### src/design/assert_macros.svh
// Assertion macros used by the cover engine RTL.
`ifndef ASSERT_MACROS_SVH
`define ASSERT_MACROS_SVH

// Checks that the consequent holds in the same cycle as the antecedent.
`define ASSERT_IMPLIES(name, clk, rst, ante, cons) \
  name: assert property (@(posedge clk) disable iff (rst) (ante) |-> (cons)) \
    else $error("cover engine assertion failed (same cycle)");

// Checks that the consequent holds in the cycle after the antecedent.
`define ASSERT_NEXT(name, clk, rst, ante, cons) \
  name: assert property (@(posedge clk) disable iff (rst) (ante) |=> (cons)) \
    else $error("cover engine assertion failed (next cycle)");

`endif

### src/design/cce_pkg.sv
// Shared types and constants of the concept closure cover engine.
`default_nettype none

package cce_pkg;

  // Store geometry and field widths.
  localparam int STORE_DEPTH = 64;
  localparam int ADDR_W      = $clog2(STORE_DEPTH);
  localparam int IDX_W       = $clog2(STORE_DEPTH + 1);
  localparam int SET_W       = 64;
  localparam int POP_LEVELS  = $clog2(SET_W);
  localparam int COUNT_W     = 7;
  localparam int CELL_W      = 13;
  localparam int OP_W        = 2;
  localparam int CFG_IDX_W   = 1;
  localparam int CFG_DATA_W  = 7;

  // Capacity limits applied to the count registers.
  localparam int MAX_OBJECTS    = 64;
  localparam int MAX_ATTRIBUTES = 64;
  localparam int ROW_CAP = (MAX_OBJECTS < STORE_DEPTH) ? MAX_OBJECTS : STORE_DEPTH;
  localparam int COL_CAP = (MAX_ATTRIBUTES < SET_W) ? MAX_ATTRIBUTES : SET_W;

  // Operation codes.
  typedef logic [OP_W-1:0] op_t;
  localparam op_t OP_LOAD  = 2'd0;
  localparam op_t OP_MEET  = 2'd1;
  localparam op_t OP_ATTR  = 2'd2;
  localparam op_t OP_CLEAR = 2'd3;

  // Configuration register indexes.
  localparam logic [CFG_IDX_W-1:0] REG_ROWS_IN_USE = 1'b0;
  localparam logic [CFG_IDX_W-1:0] REG_COLS_IN_USE = 1'b1;

  // Datapath actions selected by the microcode.
  typedef enum logic [3:0] {
    ACT_NONE,
    ACT_ACCEPT,
    ACT_CLEAR,
    ACT_TOTAL_SUB,
    ACT_LOAD_READ,
    ACT_LOAD_COUNT,
    ACT_LOAD_WRITE,
    ACT_MEET,
    ACT_MEET_FIX,
    ACT_EXTENT,
    ACT_SIZES,
    ACT_FINISH
  } act_t;

  // Control from the sequencer to the datapath.
  typedef struct packed {
    act_t act;
  } ctrl_t;

  // Status from the datapath to the sequencer.
  typedef struct packed {
    logic op_load;
    logic op_meet;
    logic op_attr;
    logic sweep_busy;
    logic out_blocked;
  } stat_t;

endpackage

`default_nettype wire

### src/design/cce_seq.sv
// Microcode sequencer: step counter and control store of the cover engine.
`default_nettype none

module cce_seq (
  input  logic          clk,
  input  logic          rst,
  input  logic          in_valid,
  input  cce_pkg::stat_t stat,
  output cce_pkg::ctrl_t ctrl,
  output logic          in_stall
);
  import cce_pkg::*;

  localparam int PC_W = 4;

  typedef enum logic [2:0] {
    COND_NEXT,
    COND_ALWAYS,
    COND_NO_ITEM,
    COND_OP_LOAD,
    COND_OP_MEET,
    COND_OP_ATTR,
    COND_SWEEP_BUSY,
    COND_OUT_BLOCKED
  } cond_t;

  typedef struct packed {
    act_t             act;
    cond_t            cond;
    logic [PC_W-1:0]  target;
  } uword_t;

  // Step addresses of the program.
  localparam logic [PC_W-1:0] ST_WAIT       = 4'd0;
  localparam logic [PC_W-1:0] ST_IS_LOAD    = 4'd1;
  localparam logic [PC_W-1:0] ST_IS_MEET    = 4'd2;
  localparam logic [PC_W-1:0] ST_IS_ATTR    = 4'd3;
  localparam logic [PC_W-1:0] ST_CLEAR      = 4'd4;
  localparam logic [PC_W-1:0] ST_TOTAL_SUB  = 4'd5;
  localparam logic [PC_W-1:0] ST_LOAD_READ  = 4'd6;
  localparam logic [PC_W-1:0] ST_LOAD_COUNT = 4'd7;
  localparam logic [PC_W-1:0] ST_LOAD_WRITE = 4'd8;
  localparam logic [PC_W-1:0] ST_MEET       = 4'd9;
  localparam logic [PC_W-1:0] ST_MEET_FIX   = 4'd10;
  localparam logic [PC_W-1:0] ST_EXTENT     = 4'd11;
  localparam logic [PC_W-1:0] ST_SIZES      = 4'd12;
  localparam logic [PC_W-1:0] ST_OUT_WAIT   = 4'd13;
  localparam logic [PC_W-1:0] ST_FINISH     = 4'd14;

  // Control store. A step jumps to its target when its condition holds,
  // otherwise it falls through to the next step.
  function automatic uword_t rom(input logic [PC_W-1:0] a);
    uword_t w;
    case (a)
      ST_WAIT:       w = '{ACT_ACCEPT,     COND_NO_ITEM,     ST_WAIT};
      ST_IS_LOAD:    w = '{ACT_NONE,       COND_OP_LOAD,     ST_LOAD_READ};
      ST_IS_MEET:    w = '{ACT_NONE,       COND_OP_MEET,     ST_MEET};
      ST_IS_ATTR:    w = '{ACT_NONE,       COND_OP_ATTR,     ST_EXTENT};
      ST_CLEAR:      w = '{ACT_CLEAR,      COND_SWEEP_BUSY,  ST_CLEAR};
      ST_TOTAL_SUB:  w = '{ACT_TOTAL_SUB,  COND_ALWAYS,      ST_SIZES};
      ST_LOAD_READ:  w = '{ACT_LOAD_READ,  COND_NEXT,        ST_WAIT};
      ST_LOAD_COUNT: w = '{ACT_LOAD_COUNT, COND_NEXT,        ST_WAIT};
      ST_LOAD_WRITE: w = '{ACT_LOAD_WRITE, COND_ALWAYS,      ST_SIZES};
      ST_MEET:       w = '{ACT_MEET,       COND_SWEEP_BUSY,  ST_MEET};
      ST_MEET_FIX:   w = '{ACT_MEET_FIX,   COND_NEXT,        ST_WAIT};
      ST_EXTENT:     w = '{ACT_EXTENT,     COND_SWEEP_BUSY,  ST_EXTENT};
      ST_SIZES:      w = '{ACT_SIZES,      COND_NEXT,        ST_WAIT};
      ST_OUT_WAIT:   w = '{ACT_NONE,       COND_OUT_BLOCKED, ST_OUT_WAIT};
      ST_FINISH:     w = '{ACT_FINISH,     COND_ALWAYS,      ST_WAIT};
      default:       w = '{ACT_NONE,       COND_ALWAYS,      ST_WAIT};
    endcase
    return w;
  endfunction

  logic [PC_W-1:0] pc;
  logic [PC_W-1:0] pc_next;
  uword_t          word;
  logic            take;

  // Current control word and its jump condition.
  always_comb begin
    word = rom(pc);
    case (word.cond)
      COND_NEXT:        take = 1'b0;
      COND_ALWAYS:      take = 1'b1;
      COND_NO_ITEM:     take = !in_valid;
      COND_OP_LOAD:     take = stat.op_load;
      COND_OP_MEET:     take = stat.op_meet;
      COND_OP_ATTR:     take = stat.op_attr;
      COND_SWEEP_BUSY:  take = stat.sweep_busy;
      COND_OUT_BLOCKED: take = stat.out_blocked;
      default:          take = 1'b0;
    endcase
    pc_next  = take ? word.target : pc + 1'b1;
    ctrl.act = word.act;
    in_stall = (word.act != ACT_ACCEPT);
  end

  // Step counter.
  always_ff @(posedge clk) begin
    if (rst) begin
      pc <= ST_WAIT;
    end else begin
      pc <= pc_next;
    end
  end

endmodule

`default_nettype wire

### config.mk
export PLATFORM = sky130hd
export DESIGN_NAME = cce_seq
export DESIGN_NICKNAME = d
export VERILOG_FILES = /design/src/design/assert_macros.svh /design/src/design/cce_pkg.sv /design/src/design/cce_seq.sv
export SDC_FILE = /design/constraint.sdc
export NUM_CORES = 1
export LEC_CHECK = 0
export ABC_AREA = 1
export BUFFER_PORTS_ARGS = -buffer_cell sky130_fd_sc_hd__buf_4
export CORE_ASPECT_RATIO = 0.8
export CORE_MARGIN = 5
export CORE_UTILIZATION = 35
export DETAILED_ROUTE_END_ITERATION = 8
export HOLD_SLACK_MARGIN = 0.06
export PLACE_DENSITY_LB_ADDON = 0.2
export SYNTH_ARGS = -nofsm -noshare
export SYNTH_HDL_FRONTEND = slang
export SYNTH_SLANG_ARGS = --single-unit
### constraint.sdc
create_clock -name clk -period 1.8 [get_ports clk]
set_input_delay 0.09 -clock clk [delete_from_list [all_inputs] [get_ports clk]]
set_output_delay 0.09 -clock clk [all_outputs]
set_load 0.02 [all_outputs]
# Word-level counts from Yosys, hierarchy flattened
# Memory sizes are Yosys's and may differ from the RTL's. A register that Yosys moved wholly into a read port is not among the register bits.
# Index checks and enable logic that the tools add are counted.
dict set report op_classes {
  n_addsub 1
  multipliers 0
  div_mod_pow 0
  order_cmp 0
  eq_ne 8
  n_shift 0
  muxes 3
  n_bitwise 0
  reduce_logical 2
}
# cell n
set ops {}
lappend ops {{$eq 3x3->1 const B} 4}
lappend ops {{$mux 4} 2}
lappend ops {{$pmux 1 s8} 1}
lappend ops {{$eq 3x2->1 const B} 2}
lappend ops {{$add 4x1->4 const B} 1}
lappend ops {{$ne 4x1->1 const B} 1}
lappend ops {{$eq 3x1->1 const B} 1}
lappend ops {{$logic_not 3->1} 1}
lappend ops {{$logic_not 1->1} 1}
dict set report word_totals {
  reg_bits 4
  latch_bits 0
  ramBits 0
  romBits 176
  output_inout_bits 5
  word_cells 16
  mem_count 1
}
# memory depth width rd rd_ports_with_merged_regs write_ports line_no
set memory_table {}
lappend memory_table {{(name not given)} 16 11 1 1 0 cce_seq.sv:54} ;# case (a)

# Longest topological paths before layout
dict set report depth {
  ltp_word 4
  depth_mapped 13
  ltp_nobuf 13
}

# Worst setup path before layout
# OpenSTA, ideal clock, no wires.
dict set report synth_path {
  path_kind {register to register}
  from {reg word[5] (netlist name)}
  to {reg word[8] (netlist name)}
  setup_time_ps 114
  arrival_ps 1234
  required_time_ps 1686
  setup_slack_ps 452
  path_stages_with_launch 10
  path_buffers 0
  path_cell_list {dfxtp_1 > inv_2 > o21ai_2 > nand3_4 > nand3_2 > nand3_4 > nand2_1 > nand2_1 > nand2_1 > o21ai_2}
}
dict set report synth_via {
  elab_chain_cells 4
}
# item line_no
set synth_rtl {}
lappend synth_rtl {{$eq 3x3->1, or another cell as far along} cce_seq.sv:83} ;# case (word.cond)
lappend synth_rtl {{$pmux 1 s8 *} cce_seq.sv:83}
lappend synth_rtl {{$mux 4 *} cce_seq.sv:94} ;# pc_next = take ? word.target : pc + 1'b1;
lappend synth_rtl {{$mux 4 (no source line) *} n/a}
# Every way passes the cells marked *; elsewhere a longest branch is shown, timed or not.
# A chain may end at the register's enable or synchronous reset.

# Final worst setup path
dict set report layout_path {
  from {reg word[5] (netlist name)}
  to {reg word[3] (netlist name)}
}
dict set report layout_via {
  elab_chain_cells 4
}
# item line_no
set layout_rtl {}
lappend layout_rtl {{$eq 3x3->1, or another cell as far along} cce_seq.sv:83}
lappend layout_rtl {{$pmux 1 s8 *} cce_seq.sv:83}
lappend layout_rtl {{$mux 4 *} cce_seq.sv:94}
lappend layout_rtl {{$mux 4 (no source line) *} n/a}
# Marks and branches as above.

==> out/metrics.csv <==
metric;value;unit
status;completed;
worst-path fanout max;11;
vias in the first global route;667;
CP required;2.05;ns
Max Buffers Root-to-Sink;2;
GP Congestion;0.812;
synthesis-to-layout area growth;13.6;%
worst vdd ir;0.648;mV
Buffers on Ports;12;
Worst-Skew Late Latency;0.29;ns
DR vias/cell;4.29;
cells after synthesis;113;
endpoints failing hold;0;
hold_buf cts;0;
max_cap viols;0;
Least-Margin Pin Slew;0.300;ns
drt pass-1 iters;4;
CTS sink count;15;
final non-filler cell total;160;
share of the synthesized area in the top cell type;33.7;%
DP Area;985;µm²
CTS clock-pin slew for the worst setup and hold paths;0.10;ns
CTS tree;built;
# rows;16;
share of post-route cells with drive strength above 1;36.3;%
dpl cells;156;
area leader, netlist;dfxtp_1;
CP Data Arrival Time;1.84;ns
pin count of the biggest net entering global routing;12;
Setup crit end kind;flip-flop;
Boundary Pins;13;
die width;66.4;µm
total wire length;1640;µm
FMAX;0.626;GHz
DRC Markers;0;
Synth cell types;21;
YS warnings;0;
GRT overflow;0;
skew final;0.00580;ns
part of the cycle the worst path needs;88.7;%
Max Slew Vio Count;0;
Final Worst Setup Slack;0.203;ns
syn_nets;122;
Synth Cell Area;891;µm²
TritonCTS Buffers;3;
Starting Density;36.5;%
CTS Root Cell;clkbuf_4;
core area;2440;µm²
total power;2200;µW
design area;1010;µm²
Die Span Y;55.1;µm
pre-CTS WS;0.209;ns
H-Tree Depth;1;
antenna cell count;0;
Die Footprint;3660;µm²
HPWL after DPL;1350;µm
Leak;0.000526;µW
Area contributors post-synth;dfxtp_1 (34%), nand2_1 (15%), nand3_4 (5.9%);
P per Cell Area;2180;nW/µm²
Antenna Nets Post-Route;0;
Resize count post-CTS;0;
number of post-CTS setup repair buffers;0;
GRT Total Usage;10.6;%
post-DR wirelength/cell;10.3;µm
Iter 0 DRT Violations;29;
Crit Path Category;reg2reg;
via count;687;
Slew HR;80.0;%
nature of the critical path startpoint;flip-flop;
Final setup viols;0;
post-synthesis sequential area ratio;33.7;%
Hold Crit Class;in2reg;
Seq cells post-synth;15;
Final min period;1.60;ns
syn avg cell area;7.88;µm²
first-pass GRT wire length;2860;µm
Post-Route Setup TNS;0;ns
RSZ-0062 raised after global routing;false;
initial antenna violation count;0;
fin nets;134;
[cells by family (layout without fill, tap and decap cells)]
family	count (synthesis)	after routing	share of synthesized area, %
AO/OA/AOI/OAI	5	5	3.65
XOR/XNOR	2	2	1.97
adder cells (fa/ha/maj)	1	1	1.40
buffers and inverters	20	31	11.2
flip-flops	15	15	33.7
AND/OR/NAND/NOR	70	70	48.0
[layout make-up]
class,instances,area (µm²)
Timing Repair Buffer,12,90.1
Fill cell,267,1430
Multi-Input combinational cell,78,490
Tap cell,36,45.0
Clock buffer,3,22.5
Inverter,15,58.8
Sequential cell,15,300
Clock inverter,1,5.00
[flip-flops by register name, summed over array words and instances, names as in the netlist]
signal,flops
word,11
pc,4
[worst max-delay path, cell delays in order (launching register included)]
cell and delay, ns:
dfxtp_1 0.39, inv_2 0.06, o21ai_2 0.16, nand3_4 0.14
nand3_1 0.12, nand3_2 0.24, inv_2 0.20, nand2_1 0.09
nand2_1 0.07, nand2_1 0.04, nand2_1 0.04
[Yosys cell counts]
master and number:
nand2_4 4, nand2_1 36, buf_6 1, nand3_4 3, nand2_2 8, nand3_2 4
ha_1 1, xnor2_1 1, nand3b_1 2, buf_4 4, xor2_1 1, nor2_1 2
nand3_1 8, inv_1 10, nor2_8 1, dfxtp_1 15, o21ai_2 2, inv_2 4
a21oi_1 3, nor2_4 2, inv_4 1
[report_power, final]
part | switching, µW | internal [µW] | total [µW]
clock network | 117 | 82.8 | 200
registers | 86.0 | 491 | 577
logic | 927 | 498 | 1430
total | 1130 | 1070 | 2200
[layer usage]
layer / vias to the layer above / track usage, % / part of all wire (%)
met5: - / 0 / 0
met4: 0 / 4.05 / 2.2
met3: 5 / 3.03 / 4.1
met2: 15 / 17.8 / 44
met1: 299 / 13.1 / 49
li1: 368 / - / -
[cells in the final DEF (no fill, tap or decap), types with 3 or more instances in the layout]
| cell type | n |
|---|---|
| clkbuf_4 | 3 |
| dfxtp_1 | 15 |
| nand2_2 | 8 |
| nand2_4 | 4 |
| nand3_2 | 4 |
| inv_2 | 4 |
| nand2_1 | 36 |
| inv_1 | 10 |
| a21oi_1 | 3 |
| buf_4 | 12 |
| nand3_1 | 8 |
| nand3_4 | 3 |
[final timing paths]
check	start	to	slack, ns	cells after the start
setup reg to reg	word[5]	word[3]	0.20	10
hold reg to reg	word[2]	pc[2]	0.63	4
hold / removal	rst	pc[2]	0.28	4
setup / recovery	word[5]	word[3]	0.20	10
[metrics by stage]
stage          hold WS (ns)  util (%)
2_1_floorplan         0.436         -
6_report              0.279      41.4
3_5_place_dp          0.524      40.3
3_3_place_gp          0.521      40.3
5_1_grt               0.304      41.4
4_1_cts               0.282      41.4
Power figures use the tool's default switching activity.
